## src/design/ocs_pkg.sv

```systemverilog
// Package for the overlap chunk stitcher: command codes, field widths and
// default sizes shared by the top level and the divider.
// No dependencies.
package ocs_pkg;

   // Command codes carried on the request tuser.
   localparam logic [1:0] CMD_HEADER = 2'd0;
   localparam logic [1:0] CMD_MOVE   = 2'd1;
   localparam logic [1:0] CMD_FLUSH  = 2'd2;

   // Chunk progress codes.
   localparam logic [1:0] SEEN_NONE  = 2'd0;
   localparam logic [1:0] SEEN_FIRST = 2'd1;
   localparam logic [1:0] SEEN_LATER = 2'd2;

   localparam int HOLD_DEPTH_DEFAULT = 64;

   // One held element: move flag, base and quality.
   localparam int ENTRY_W = 17;

   // Field widths.
   localparam int RAW_W    = 16;
   localparam int OFFSET_W = 32;
   localparam int CHAR_W   = 8;
   localparam int INDEX_W  = 16;
   localparam int SKIP_W   = 7;
   localparam logic [SKIP_W-1:0] SKIP_MAX = 7'd127;

   // Stream widths.
   localparam int REQ_DATA_W = 72;
   localparam int REQ_USER_W = 2;
   localparam int RSP_DATA_W = 24;
   localparam int RSP_USER_W = 2;

   // Shared divider: dividend covers the overlap, divisor covers a move count.
   localparam int DIVIDEND_W = 33;
   localparam int DIVISOR_W  = 16;
   localparam int DIV_CNT_W  = 6;

endpackage

```

## src/design/overlap_chunk_stitcher.sv

```systemverilog
// Top level of the overlap chunk stitcher: sequencer, holdback ring and
// output register. Depends on ocs_pkg, ocs_ram and ocs_divider.
//
// The block joins the overlapping chunks of one read into a single stream of
// move flags, bases and qualities. A header item opens a chunk, move items
// follow, and a flush item ends the read. The last HOLD_DEPTH kept elements
// of a chunk sit in a ring buffer so that the next header can trim the rear
// half of the overlap from them; the front half is skipped at the head of the
// new chunk. A move item that finds the ring full first releases the oldest
// element (plus any wait on rsp_tready). A header that opens a read goes from
// its accept straight to closing the header. A later header runs the shared
// one-bit-per-cycle divider for the stride on the second header only, when
// the first chunk had elements, and for the overlap whenever it is positive
// and the stride is nonzero, then trims, releases the kept elements and
// closes the header. Each released element costs a read of the holdback RAM
// and a load of the output register. A flush releases every held element and
// then ends the read. The input is not ready while an item is in progress; a
// result waits in its own output register.
module overlap_chunk_stitcher #(
   parameter int HOLD_DEPTH = ocs_pkg::HOLD_DEPTH_DEFAULT
) (
   input  logic                            clock,
   input  logic                            reset,
   input  logic                            req_tvalid,
   output logic                            req_tready,
   // From bit 0: raw_size[15:0], chunk_offset[31:0], move_bit, base_char[7:0],
   // qual_char[7:0], then zero padding.
   input  logic [ocs_pkg::REQ_DATA_W-1:0]  req_tdata,
   // From bit 0: cmd[1:0].
   input  logic [ocs_pkg::REQ_USER_W-1:0]  req_tuser,
   output logic                            rsp_tvalid,
   input  logic                            rsp_tready,
   // From bit 0: out_move, out_base[7:0], out_qual[7:0], then zero padding.
   output logic [ocs_pkg::RSP_DATA_W-1:0]  rsp_tdata,
   // run_end: last result caused by the input item.
   output logic                            rsp_tlast,
   // From bit 0: read_end, overflow.
   output logic [ocs_pkg::RSP_USER_W-1:0]  rsp_tuser
);

   localparam int AW  = (HOLD_DEPTH > 1) ? $clog2(HOLD_DEPTH) : 1;
   localparam int CW  = $clog2(HOLD_DEPTH + 1);
   localparam int EW  = ocs_pkg::ENTRY_W;
   localparam int RW  = ocs_pkg::RAW_W;
   localparam int OW  = ocs_pkg::OFFSET_W;
   localparam int XW  = ocs_pkg::INDEX_W;
   localparam int SW  = ocs_pkg::SKIP_W;
   localparam int DW  = ocs_pkg::DIVIDEND_W;
   localparam int VW  = ocs_pkg::DIVISOR_W;
   localparam int CHW = ocs_pkg::CHAR_W;

   localparam logic [3:0] ST_IDLE      = 4'd0;
   localparam logic [3:0] ST_ELEM_OUT  = 4'd1;
   localparam logic [3:0] ST_STRIDE    = 4'd2;
   localparam logic [3:0] ST_STRIDE_WT = 4'd3;
   localparam logic [3:0] ST_OVL       = 4'd4;
   localparam logic [3:0] ST_OVL_WT    = 4'd5;
   localparam logic [3:0] ST_TRIM      = 4'd6;
   localparam logic [3:0] ST_DRAIN_RD  = 4'd7;
   localparam logic [3:0] ST_DRAIN_OUT = 4'd8;
   localparam logic [3:0] ST_HDR_END   = 4'd9;
   localparam logic [3:0] ST_FLUSH_END = 4'd10;

   // Input field slices.
   logic [1:0]     f_cmd;
   logic [RW-1:0]  f_raw;
   logic [OW-1:0]  f_off;
   logic           f_move;
   logic [CHW-1:0] f_base;
   logic [CHW-1:0] f_qual;
   logic [EW-1:0]  f_entry;

   assign f_cmd   = req_tuser[1:0];
   assign f_raw   = req_tdata[RW-1:0];
   assign f_off   = req_tdata[RW+OW-1:RW];
   assign f_move  = req_tdata[RW+OW];
   assign f_base  = req_tdata[RW+OW+CHW:RW+OW+1];
   assign f_qual  = req_tdata[RW+OW+2*CHW:RW+OW+CHW+1];
   assign f_entry = f_move ? {1'b1, f_base, f_qual} : '0;

   // Control state.
   logic [3:0]     state_ff, state_in;
   logic [1:0]     seen_ff, seen_in;
   logic [CW-1:0]  held_ff, held_in;
   logic [AW-1:0]  head_ff, head_in;
   logic [XW-1:0]  index_ff, index_in;
   logic [SW-1:0]  skip_ff, skip_in;
   logic [RW-1:0]  prior_raw_ff, prior_raw_in;
   logic [OW:0]    prior_end_ff, prior_end_in;
   logic [XW-1:0]  moves_ff, moves_in;
   logic [VW-1:0]  stride_ff, stride_in;
   logic           ovf_ff, ovf_in;
   logic           flush_ff, flush_in;
   logic [CW-1:0]  keep_ff, keep_in;
   logic [CW-1:0]  drain_ff, drain_in;

   // Payload held across the header sequence.
   logic [RW-1:0]  hdr_raw_ff, hdr_raw_in;
   logic [OW-1:0]  hdr_off_ff, hdr_off_in;
   logic [EW-1:0]  elem_ff, elem_in;
   logic [DW-1:0]  od_ff, od_in;

   // Output register.
   logic           rsp_valid_ff, rsp_valid_in;
   logic [EW-1:0]  rsp_entry_ff, rsp_entry_in;
   logic           rsp_last_ff, rsp_last_in;
   logic           rsp_rend_ff, rsp_rend_in;
   logic           rsp_ovf_ff, rsp_ovf_in;
   logic           out_free;

   // Holdback RAM and divider hookup.
   logic           ram_wr_en, ram_rd_en;
   logic [AW-1:0]  ram_wr_addr, ram_rd_addr;
   logic [EW-1:0]  ram_wr_data, ram_rd_data;
   logic           div_start, div_done;
   logic [DW-1:0]  div_dividend, div_quotient;
   logic [VW-1:0]  div_divisor;

   // Overlap and trim arithmetic.
   logic [OW+1:0]  ovl_diff;
   logic [DW-2:0]  rear;
   logic [DW-1:0]  front;
   logic [XW:0]    stride_num;
   logic           accept;
   logic           drain_last;

   function automatic logic [AW-1:0] ring_add(input logic [AW-1:0] a,
                                              input logic [AW-1:0] b);
      logic [AW:0] sum;
      sum = {1'b0, a} + {1'b0, b};
      if (sum >= (AW + 1)'(HOLD_DEPTH)) begin
         sum = sum - (AW + 1)'(HOLD_DEPTH);
      end
      return sum[AW-1:0];
   endfunction

   assign accept     = req_tvalid && req_tready;
   assign out_free   = !rsp_valid_ff || rsp_tready;
   assign ovl_diff   = {1'b0, prior_end_ff} - {2'b0, hdr_off_ff};
   assign rear       = od_ff[DW-1:1];
   assign front      = {1'b0, od_ff[DW-1:1]} + {{(DW - 1){1'b0}}, od_ff[0]};
   assign stride_num = {1'b0, prior_raw_ff} + {2'b0, moves_ff[XW-1:1]};
   assign drain_last = (drain_ff + 1'b1) == keep_ff;

   always_comb begin
      state_in     = state_ff;
      seen_in      = seen_ff;
      held_in      = held_ff;
      head_in      = head_ff;
      index_in     = index_ff;
      skip_in      = skip_ff;
      prior_raw_in = prior_raw_ff;
      prior_end_in = prior_end_ff;
      moves_in     = moves_ff;
      stride_in    = stride_ff;
      ovf_in       = ovf_ff;
      flush_in     = flush_ff;
      keep_in      = keep_ff;
      drain_in     = drain_ff;
      hdr_raw_in   = hdr_raw_ff;
      hdr_off_in   = hdr_off_ff;
      elem_in      = elem_ff;
      od_in        = od_ff;
      rsp_valid_in = rsp_valid_ff && !rsp_tready;
      rsp_entry_in = rsp_entry_ff;
      rsp_last_in  = rsp_last_ff;
      rsp_rend_in  = rsp_rend_ff;
      rsp_ovf_in   = rsp_ovf_ff;
      ram_wr_en    = 1'b0;
      ram_wr_addr  = ring_add(head_ff, held_ff[AW-1:0]);
      ram_wr_data  = f_entry;
      ram_rd_en    = 1'b0;
      ram_rd_addr  = ring_add(head_ff, drain_ff[AW-1:0]);
      div_start    = 1'b0;
      div_dividend = {{(DW - XW - 1){1'b0}}, stride_num};
      div_divisor  = moves_ff;

      unique case (state_ff)
         ST_IDLE: begin
            if (accept) begin
               unique case (f_cmd)
                  ocs_pkg::CMD_MOVE: begin
                     if (seen_ff != ocs_pkg::SEEN_NONE) begin
                        if (index_ff != '1) begin
                           index_in = index_ff + 1'b1;
                        end
                        if (seen_ff == ocs_pkg::SEEN_FIRST) begin
                           moves_in = index_in;
                        end
                        // Elements inside the front half of the overlap are skipped.
                        if (index_ff >= {{(XW - SW){1'b0}}, skip_ff}) begin
                           if (held_ff == CW'(HOLD_DEPTH)) begin
                              // Ring full: release the oldest element first.
                              ram_rd_en   = 1'b1;
                              ram_rd_addr = head_ff;
                              elem_in     = f_entry;
                              state_in    = ST_ELEM_OUT;
                           end else begin
                              ram_wr_en = 1'b1;
                              held_in   = held_ff + 1'b1;
                           end
                        end
                     end
                  end
                  ocs_pkg::CMD_HEADER: begin
                     hdr_raw_in = f_raw;
                     hdr_off_in = f_off;
                     flush_in   = 1'b0;
                     unique case (seen_ff)
                        ocs_pkg::SEEN_NONE:  state_in = ST_HDR_END;
                        ocs_pkg::SEEN_FIRST: state_in = ST_STRIDE;
                        default:             state_in = ST_OVL;
                     endcase
                  end
                  ocs_pkg::CMD_FLUSH: begin
                     flush_in = 1'b1;
                     keep_in  = held_ff;
                     drain_in = '0;
                     if (seen_ff != ocs_pkg::SEEN_NONE && held_ff != '0) begin
                        state_in = ST_DRAIN_RD;
                     end else begin
                        state_in = ST_FLUSH_END;
                     end
                  end
                  default: begin
                  end
               endcase
            end
         end

         ST_ELEM_OUT: begin
            if (out_free) begin
               rsp_valid_in = 1'b1;
               rsp_entry_in = ram_rd_data;
               rsp_last_in  = 1'b1;
               rsp_rend_in  = 1'b0;
               rsp_ovf_in   = ovf_ff;
               ram_wr_en    = 1'b1;
               ram_wr_addr  = head_ff;
               ram_wr_data  = elem_ff;
               head_in      = ring_add(head_ff, AW'(1));
               state_in     = ST_IDLE;
            end
         end

         ST_STRIDE: begin
            // Stride is the rounded quotient of the first chunk's raw size
            // by its element count.
            if (moves_ff != '0) begin
               div_start = 1'b1;
               state_in  = ST_STRIDE_WT;
            end else begin
               stride_in = '0;
               state_in  = ST_OVL;
            end
         end

         ST_STRIDE_WT: begin
            if (div_done) begin
               stride_in = div_quotient[VW-1:0];
               state_in  = ST_OVL;
            end
         end

         ST_OVL: begin
            // A negative or zero overlap, or a zero stride, trims nothing.
            div_dividend = ovl_diff[DW-1:0];
            div_divisor  = stride_ff;
            if (!ovl_diff[OW+1] && ovl_diff != '0 && stride_ff != '0) begin
               div_start = 1'b1;
               state_in  = ST_OVL_WT;
            end else begin
               od_in    = '0;
               state_in = ST_TRIM;
            end
         end

         ST_OVL_WT: begin
            if (div_done) begin
               od_in    = div_quotient;
               state_in = ST_TRIM;
            end
         end

         ST_TRIM: begin
            drain_in = '0;
            if (rear > {{(DW - 1 - CW){1'b0}}, held_ff}) begin
               ovf_in  = 1'b1;
               keep_in = '0;
            end else begin
               keep_in = held_ff - rear[CW-1:0];
            end
            if (front > {{(DW - SW){1'b0}}, ocs_pkg::SKIP_MAX}) begin
               skip_in = ocs_pkg::SKIP_MAX;
            end else begin
               skip_in = front[SW-1:0];
            end
            if (keep_in == '0) begin
               state_in = ST_HDR_END;
            end else begin
               state_in = ST_DRAIN_RD;
            end
         end

         ST_DRAIN_RD: begin
            ram_rd_en = 1'b1;
            state_in  = ST_DRAIN_OUT;
         end

         ST_DRAIN_OUT: begin
            if (out_free) begin
               rsp_valid_in = 1'b1;
               rsp_entry_in = ram_rd_data;
               rsp_last_in  = drain_last;
               rsp_rend_in  = drain_last && flush_ff;
               rsp_ovf_in   = ovf_ff;
               if (drain_last) begin
                  state_in = flush_ff ? ST_FLUSH_END : ST_HDR_END;
               end else begin
                  drain_in = drain_ff + 1'b1;
                  state_in = ST_DRAIN_RD;
               end
            end
         end

         ST_HDR_END: begin
            if (seen_ff == ocs_pkg::SEEN_NONE) begin
               seen_in  = ocs_pkg::SEEN_FIRST;
               skip_in  = '0;
               moves_in = '0;
            end else begin
               seen_in = ocs_pkg::SEEN_LATER;
            end
            prior_raw_in = hdr_raw_ff;
            prior_end_in = {1'b0, hdr_off_ff} + {{(OW + 1 - RW){1'b0}}, hdr_raw_ff};
            index_in     = '0;
            held_in      = '0;
            head_in      = '0;
            state_in     = ST_IDLE;
         end

         ST_FLUSH_END: begin
            // End of read: all read state but flush_ff, keep_ff and drain_ff is reset.
            seen_in      = ocs_pkg::SEEN_NONE;
            held_in      = '0;
            head_in      = '0;
            index_in     = '0;
            skip_in      = '0;
            prior_raw_in = '0;
            prior_end_in = '0;
            moves_in     = '0;
            stride_in    = '0;
            ovf_in       = 1'b0;
            state_in     = ST_IDLE;
         end

         default: begin
            state_in = ST_IDLE;
         end
      endcase
   end

   always_ff @(posedge clock) begin
      if (reset) begin
         state_ff     <= ST_IDLE;
         seen_ff      <= ocs_pkg::SEEN_NONE;
         held_ff      <= '0;
         head_ff      <= '0;
         index_ff     <= '0;
         skip_ff      <= '0;
         prior_raw_ff <= '0;
         prior_end_ff <= '0;
         moves_ff     <= '0;
         stride_ff    <= '0;
         ovf_ff       <= 1'b0;
         flush_ff     <= 1'b0;
         keep_ff      <= '0;
         drain_ff     <= '0;
         rsp_valid_ff <= 1'b0;
      end else begin
         state_ff     <= state_in;
         seen_ff      <= seen_in;
         held_ff      <= held_in;
         head_ff      <= head_in;
         index_ff     <= index_in;
         skip_ff      <= skip_in;
         prior_raw_ff <= prior_raw_in;
         prior_end_ff <= prior_end_in;
         moves_ff     <= moves_in;
         stride_ff    <= stride_in;
         ovf_ff       <= ovf_in;
         flush_ff     <= flush_in;
         keep_ff      <= keep_in;
         drain_ff     <= drain_in;
         rsp_valid_ff <= rsp_valid_in;
      end
      hdr_raw_ff   <= hdr_raw_in;
      hdr_off_ff   <= hdr_off_in;
      elem_ff      <= elem_in;
      od_ff        <= od_in;
      rsp_entry_ff <= rsp_entry_in;
      rsp_last_ff  <= rsp_last_in;
      rsp_rend_ff  <= rsp_rend_in;
      rsp_ovf_ff   <= rsp_ovf_in;
   end

   ocs_ram #(
      .WIDTH (EW),
      .DEPTH (HOLD_DEPTH),
      .AW    (AW)
   ) u_holdback (
      .clock   (clock),
      .wr_en   (ram_wr_en),
      .wr_addr (ram_wr_addr),
      .wr_data (ram_wr_data),
      .rd_en   (ram_rd_en),
      .rd_addr (ram_rd_addr),
      .rd_data (ram_rd_data)
   );

   ocs_divider u_divider (
      .clock    (clock),
      .reset    (reset),
      .start    (div_start),
      .dividend (div_dividend),
      .divisor  (div_divisor),
      .done     (div_done),
      .quotient (div_quotient)
   );

   assign req_tready = (state_ff == ST_IDLE);
   assign rsp_tvalid = rsp_valid_ff;
   assign rsp_tdata  = {{(ocs_pkg::RSP_DATA_W - EW){1'b0}},
                        rsp_entry_ff[CHW-1:0], rsp_entry_ff[2*CHW-1:CHW], rsp_entry_ff[EW-1]};
   assign rsp_tlast  = rsp_last_ff;
   assign rsp_tuser  = {rsp_ovf_ff, rsp_rend_ff};

endmodule

```

## src/design/ocs_ram.sv

```systemverilog
// Generic single-write, single-read RAM with a registered read port.
// Used as the holdback store of the overlap chunk stitcher. No dependencies.
module ocs_ram #(
   parameter int WIDTH = 17,
   parameter int DEPTH = 64,
   parameter int AW    = (DEPTH > 1) ? $clog2(DEPTH) : 1
) (
   input  logic             clock,
   input  logic             wr_en,
   input  logic [AW-1:0]    wr_addr,
   input  logic [WIDTH-1:0] wr_data,
   input  logic             rd_en,
   input  logic [AW-1:0]    rd_addr,
   output logic [WIDTH-1:0] rd_data
);

   logic [WIDTH-1:0] mem_ff [DEPTH];
   logic [WIDTH-1:0] rd_data_ff;

   always_ff @(posedge clock) begin
      if (wr_en) begin
         mem_ff[wr_addr] <= wr_data;
      end
      if (rd_en) begin
         rd_data_ff <= mem_ff[rd_addr];
      end
   end

   assign rd_data = rd_data_ff;

endmodule

```

## src/design/ocs_divider.sv

```systemverilog
// Restoring divider, one quotient bit per cycle, shared by the stride and
// overlap computations of the overlap chunk stitcher. Depends on ocs_pkg.
module ocs_divider (
   input  logic                          clock,
   input  logic                          reset,
   input  logic                          start,
   input  logic [ocs_pkg::DIVIDEND_W-1:0] dividend,
   input  logic [ocs_pkg::DIVISOR_W-1:0]  divisor,
   output logic                          done,
   output logic [ocs_pkg::DIVIDEND_W-1:0] quotient
);

   localparam int DW = ocs_pkg::DIVIDEND_W;
   localparam int VW = ocs_pkg::DIVISOR_W;
   localparam int CW = ocs_pkg::DIV_CNT_W;

   logic [VW-1:0] rem_ff, rem_in;
   logic [DW-1:0] quo_ff, quo_in;
   logic [VW-1:0] dvs_ff, dvs_in;
   logic [CW-1:0] cnt_ff, cnt_in;
   logic          busy_ff, busy_in;
   logic          done_ff, done_in;
   logic [VW:0]   shifted;
   logic [VW:0]   diff;

   always_comb begin
      rem_in  = rem_ff;
      quo_in  = quo_ff;
      dvs_in  = dvs_ff;
      cnt_in  = cnt_ff;
      busy_in = busy_ff;
      done_in = 1'b0;
      shifted = {rem_ff, quo_ff[DW-1]};
      diff    = shifted - {1'b0, dvs_ff};
      if (start) begin
         rem_in  = '0;
         quo_in  = dividend;
         dvs_in  = divisor;
         cnt_in  = CW'(DW);
         busy_in = 1'b1;
      end else if (busy_ff) begin
         // The partial remainder stays below the divisor, so it fits VW bits.
         if (shifted >= {1'b0, dvs_ff}) begin
            rem_in = diff[VW-1:0];
            quo_in = {quo_ff[DW-2:0], 1'b1};
         end else begin
            rem_in = shifted[VW-1:0];
            quo_in = {quo_ff[DW-2:0], 1'b0};
         end
         cnt_in = cnt_ff - 1'b1;
         if (cnt_ff == CW'(1)) begin
            busy_in = 1'b0;
            done_in = 1'b1;
         end
      end
   end

   always_ff @(posedge clock) begin
      if (reset) begin
         cnt_ff  <= '0;
         busy_ff <= 1'b0;
         done_ff <= 1'b0;
      end else begin
         cnt_ff  <= cnt_in;
         busy_ff <= busy_in;
         done_ff <= done_in;
      end
      rem_ff <= rem_in;
      quo_ff <= quo_in;
      dvs_ff <= dvs_in;
   end

   assign done     = done_ff;
   assign quotient = quo_ff;

endmodule

```

## config.mk

```make
export PLATFORM = sky130hd
export DESIGN_NAME = overlap_chunk_stitcher
export DESIGN_NICKNAME = d
export VERILOG_FILES = /design/src/design/ocs_pkg.sv /design/src/design/overlap_chunk_stitcher.sv /design/src/design/ocs_ram.sv /design/src/design/ocs_divider.sv
export SDC_FILE = /design/constraint.sdc
export NUM_CORES = 2
export LEC_CHECK = 0
export BUFFER_PORTS_ARGS = -buffer_cell sky130_fd_sc_hd__buf_2
export CAP_MARGIN = 40
export CORE_MARGIN = 2
export CORE_UTILIZATION = 45
export DETAILED_ROUTE_END_ITERATION = 12
export MAX_ROUTING_LAYER = met4
export SLEW_MARGIN = 30
export SYNTH_ARGS = -nofsm -noshare
export SYNTH_HDL_FRONTEND = slang
export SYNTH_SLANG_ARGS = --single-unit
```

## constraint.sdc

```tcl
create_clock -name clock -period 14.8 [get_ports clock]
set_input_delay 2.96 -clock clock [delete_from_list [all_inputs] [get_ports clock]]
set_output_delay 2.96 -clock clock [all_outputs]
set_load 0.01 [all_outputs]
```

Word-level counts from Yosys, hierarchy flattened
Memories as Yosys holds them, arrays and structs flattened. A register that Yosys moved wholly into a read port is not among the register bits.
Index checks and enable logic that the tools add are counted.

word-level totals
  register bits = 331
  RAM bits = 1088
  input port bits = 78
  output and inout port bits = 29
  word-level logic and storage cells = 258
  memories = 1

cells by class
  add/subtract/negate cells = 16
  $lt $le $gt $ge = 7
  equal/unequal tests = 37
  mux-type cells = 114
  bitwise gates (word level) = 1
  reduce and logical (&&, ||, !) cells = 52

memories
  name               depth  bits a word  rd ports  clocked after memory_dff  write ports  line           source
  u_holdback.mem_ff  64     17           1         1                         1            ocs_ram.sv:17  logic [WIDTH-1:0] mem_ff [DEPTH];

operators by type and width
  operator                                                   count
  two-way mux 16 bit                                         13
  two-way mux 33 bit                                         5
  case mux 33 bit (2 select lines)                           2
  two-way mux 7 bit                                          15
  case mux 16 bit (3 select lines)                           2
  two-way mux 6 bit                                          14
  case mux 16 bit (2 select lines)                           2
  two-way mux 17 bit                                         3
  two-way mux 4 bit                                          11
  case mux 7 bit (3 select lines)                            2
  case mux 4 bit (9 select lines)                            1
  nonzero test 34 bit                                        1
  subtractor 33 x 32 -> 34 bit                               1
  adder 32 x 1 -> 33 bit                                     1
  adder 32 x 16 -> 33 bit                                    1
  > comparator 33 x 7 -> 1 bit (second input constant)       1
  > comparator 32 x 7 -> 1 bit                               1
  nonzero test 16 bit                                        2
  case mux 7 bit (2 select lines)                            2
  two-way mux 1 bit                                          27
  subtractor 6 x 1 -> 6 bit (second input constant)          4
  greater-or-equal comparator 7 bit (second input constant)  3
  nonzero test 2 bit                                         10
  AND reduction 3 bit                                        6
  other kinds (46)                                           97

Logic depth before layout (Yosys ltp)
  depth in word-level cells = 9
  depth in mapped cells = 19
  depth with buffers taken out = 14

Cells and area by module
A second synthesis with hierarchy kept.

second synthesis, totals
  cell total of the unflattened synthesis = 4103
  area total of the unflattened synthesis = 62467.4 um2

modules (own cells, without submodules)
  module                  times used  cells each  area each (um2)  seq. area each (um2)
  ocs_ram                 1           1875        42288.1          33181.8
  overlap_chunk_stitcher  1           1885        16323.2          6346.1
  ocs_divider             1           343         3856.2           1951.9

Worst setup path after synthesis
Ideal clock, no wire load.

  path kind = in2reg
  start = input port req_tuser[0] (netlist name)
  end = register u_holdback.rd_data_ff[0] (netlist: u_holdback.rd_data[0]), read port of u_holdback.mem_ff, data pin
  setup time = 272 ps
  arrival = 5885 ps
  required time = 14528 ps
  path slack = 8643 ps
  stages = 12
  buffers on the path = 4
  path through = clkbuf_1 nand4_4 nor3_2 a21o_1 buf_6 mux2i_1 clkbuf_1 buf_2 mux2_2 a21oi_1 o21ai_0 or4_1

on the way
  word-level cells in the longest chain between the ends = 4
  elaborated cells on any way between the ends = 7
  those cells by class = 1 x eq/ne; 6 x mux

RTL lines
  what                                                                  line                           source
  from (decl)                                                           overlap_chunk_stitcher.sv:30   input logic [ocs_pkg::REQ_USER_W-1:0] req_tuser,
  == test 2 x 1 -> 1 bit (*)                                            overlap_chunk_stitcher.sv:181  unique case (f_cmd)
  two-way mux 1 bit or two-way mux 6 bit (tied branches)                overlap_chunk_stitcher.sv:181
  two-way mux 1 bit or two-way mux 6 bit (tied branches)                overlap_chunk_stitcher.sv:180  if (accept) begin
  case mux 1 bit (2 select lines) or two-way mux 6 bit (tied branches)  overlap_chunk_stitcher.sv:178  unique case (state_ff)
  to (decl)                                                             ocs_ram.sv:18                  logic [WIDTH-1:0] rd_data_ff;

Mark *: on every way between the ends. The rest lies on a longest branch, timed or not.
A chain may end at the register's enable or synchronous reset.

Final worst setup path
  start = input port req_tuser[1] (netlist name)
  end = register u_holdback.rd_data_ff[16] (netlist: u_holdback.rd_data[16]), read port of u_holdback.mem_ff, data pin

Same word-level chain as after synthesis.

==> run summary <==
Status = finished clean
Die extent in x = 383.2 um
P_int = 6.890 mW
CORE AREA = 143,100 sq um
Clk network pwr share = 41.6%
Final Setup Violations = 0
Clk_lat worst skew = 0.79 ns
Share of layout cells above drive strength 1 = 10.92%
Main combinational cell family by area after synthesis = simple AND/OR/NAND/NOR gates
Sequential cell fraction of total power = 50.3%
Worst hold slack = 0.4177 ns
Net Sw Power = 2.169 mW
Worst Tran Pin Value = 1.068 ns
Post-synth EDFFs = 1,272
Final slew viol count = 0
Final hold viol count = 0
Period utilisation layout = 51.82%
Row cnt = 139
Via density = 5.835
Register area share after synthesis = 64.12%
Post-CTS Setup Bufs = 0
Critical setup path kind = in2reg
Synth Register Bits = 1,436
Nets = 5,577
First-pass GRT wire length = 260.4 mm
Post-Synth Adder-Cell Area = 2.499%
Post-CTS Resized = 0
Syn Inst Count = 5,259
GPL Wtd Cong = 0.8936
Maximum vdd drop = 0.1185 mV
RSZ-0062 raised after global routing = false
Root Buffer = clkbuf_16
Final core utilization = 50.95%
Die Area = 146,800 sq um
Port bufs = 92
DIE HEIGHT = 383.2 um
Synth Flop Type = edfxtp_1
CTS H-tree lvls = 4
Drt pass-1 iters = 6
Area growth syn-to-layout = 12.72%
Via Count = 43,210
Switching Fraction = 23.95%
Clock slew at reported path FFs = 0.06 ns
Initial antenna violation count = 9
Post-route setup slack = 7.131 ns
Setup crit start kind = input pin
Pleak = 27.29 nW
1st-iter DRT viols = 4,306
DR WL/cell = 23.58 um
Synth warn = 0
Avg Cell Area, Syn = 12.30 sq um
Netlist cell types = 102
I/O pin total = 107
Total power = 9.059 mW
Post-Synth XOR/XNOR Area = 1.652%
Compound-cell area share of the yosys netlist = 10.17%
Worst path arrival time = 8.20 ns
Min-delay worst type = reg2reg
Pre-CTS WS = 6.407 ns
Max cap viols = 0
PwrDens = 124.2 nW/um^2
Tmin final = 7.669 ns
DRT Wirelength = 174.6 mm
Dpl hpwl = 107.1 mm
Fmax = 0.1304 GHz
Setup TNS = 0 ns
Post-route antenna net violation count = 0
Worst relative slew slack = 28.78%
Largest net degree at the start of global routing = 159
Post-Synth Simple-Gate Area = 13.02%
Worst Skew = 0.04887 ns
Clk sinks = 1,436
WP data required = 15.33 ns
DR DRC count = 0
Cts hold-fix bufs = 0
CTS tree = done
GR peak layer = met1
Crit end category = flip-flop
Combinational Power Share = 8.1%
GR Util met3 = 4.342%
Met1 Track Usage GR = 34.94%
Vias in the first global route = 40,660
Clock Path Buffers = 3
Tot GR Track Use = 24.17%
Initial core utilization = 45.20%
Worst Path Max Fanout = 111
Total CTS buffers = 153
Grt total ovfl = 0
M2 GR Usage = 34.73%
Synth Cell Area = 64,690 sq um
Post-synth ARST share = 0%
Mux contribution to synthesized area = 5.355%
## through the flow
step | instances | area [sq um]
floorplan | 5265 | 64720
global placement | 7088 | 67370
detailed placement | 7109 | 67740
CTS | 7386 | 72680
global route | 7405 | 72920
finish | 7405 | 72920
## area by class of cell
type | instances | area, sq um
Clock buffer | 198 | 4070
Clock inverter | 79 | 873.3
Sequential cell | 1436 | 41480
Timing Repair Buffer | 258 | 1996
Tap cell | 1903 | 2381
Multi-Input combinational cell | 3345 | 21430
Inverter | 180 | 676.9
Antenna cell | 6 | 15.01
Fill cell | 12340 | 70210
## cell usage in the layout (no fill, tap or decap), types with 25 or more instances in the layout
master	n
o211ai_1	29
dfxtp_1	163
ha_1	118
edfxtp_1	1272
buf_4	131
a21oi_1	156
nand3_1	270
buf_2	93
nand2b_1	27
a211o_1	26
nor3_1	65
o21ai_0	131
or3_1	29
nor2b_1	51
a311oi_1	68
nor4_1	46
inv_1	176
and3_1	58
nor2_1	318
a31oi_1	30
nand2_1	747
a22oi_1	39
clkinv_1	25
xnor2_1	76
mux2i_1	307
mux2_2	31
clkbuf_1	40
nand4_1	65
clkbuf_16	155
clkinv_2	29
a211oi_1	205
xor2_1	46
and2_1	30
## power by group through the flow
stage                     sequential (mW)  clock, mW  combinational (mW)
final                                4.56       3.77               0.736
after global placement               4.64          0               0.706
after global routing                 4.56       3.99               0.808
after detailed placement             4.64          0               0.724
after floorplan                      4.63          0               0.472
after CTS                            4.56       3.83               0.727
## critical path, stage by stage
cell and delay (ns):
buf_2 0.18, o21ba_2 0.29, nand4_4 0.21, nor3_2 0.37, a21o_4 0.51, mux2_8 0.74, buf_4 0.63, a311oi_1 0.33
nor4_1 0.69, nand4_1 0.52, or4_1 0.65
## registers in the layout, indices dropped and copies added (netlist names), 16 cells and up
register and count:
u_divider.dvs_ff 16, u_holdback.mem_ff 1088, moves_ff 16, prior_raw_ff 16, u_holdback.rd_data 17, od_ff 33, index_ff 16, stride_ff 16
hdr_raw_ff 16, u_divider.quotient 33, u_divider.rem_ff 16, elem_ff 17, prior_end_ff 33, rsp_entry_ff 17, hdr_off_ff 32
## logic make-up after synthesis
| group | after synthesis |
|---|---|
| adders and majority gates | 125 |
| xor gates and xnor gates | 122 |
| other | 1 |
| muxes | 342 |
| and+or+nand+nor | 1817 |
| buffers and inverters | 484 |
| AOI/OAI and AO/OA | 932 |
| DFF | 1436 |
## metal layers
| metal | wire length [um] | up-vias | part of all wire [%] |
|---|---|---|---|
| li1 | - | 19960 | - |
| met1 | 80190 | 21450 | 46 |
| met2 | 76810 | 1523 | 44 |
| met3 | 12940 | 272 | 7.4 |
| met4 | 4696 | 0 | 2.7 |
| met5 | 0 | - | 0 |
## synthesized netlist by cell type, types with 67 or more instances
cell type	n	area, sq um
edfxtp_1	1272	38200
nand2_1	748	2808
nor2_1	332	1246
mux2i_1	309	3093
nand3_1	271	1356
a211oi_1	205	1539
inv_1	176	660.6
clkbuf_1	165	619.3
dfxtp_1	164	3283
a21oi_1	158	790.8
o21ai_0	134	670.6
ha_1	118	1476
buf_2	100	500.5
xnor2_1	76	665.6
a311oi_1	68	595.6
nor3_1	67	335.3
## path summary, 6_finish.rpt
kind | cells after the start | from | to | slack (ns)
max | 11 | req_tuser[1] | u_holdback.rd_data[16] | 7.13
min reg2reg | 0 | u_holdback.rd_data[11] | rsp_entry_ff[11] | 0.42
max reg2reg | 12 | state_ff[0] | u_holdback.rd_data[16] | 8.62
min | 0 | u_holdback.rd_data[11] | rsp_entry_ff[11] | 0.42
Note: power is estimated with default switching activity, not from simulation.
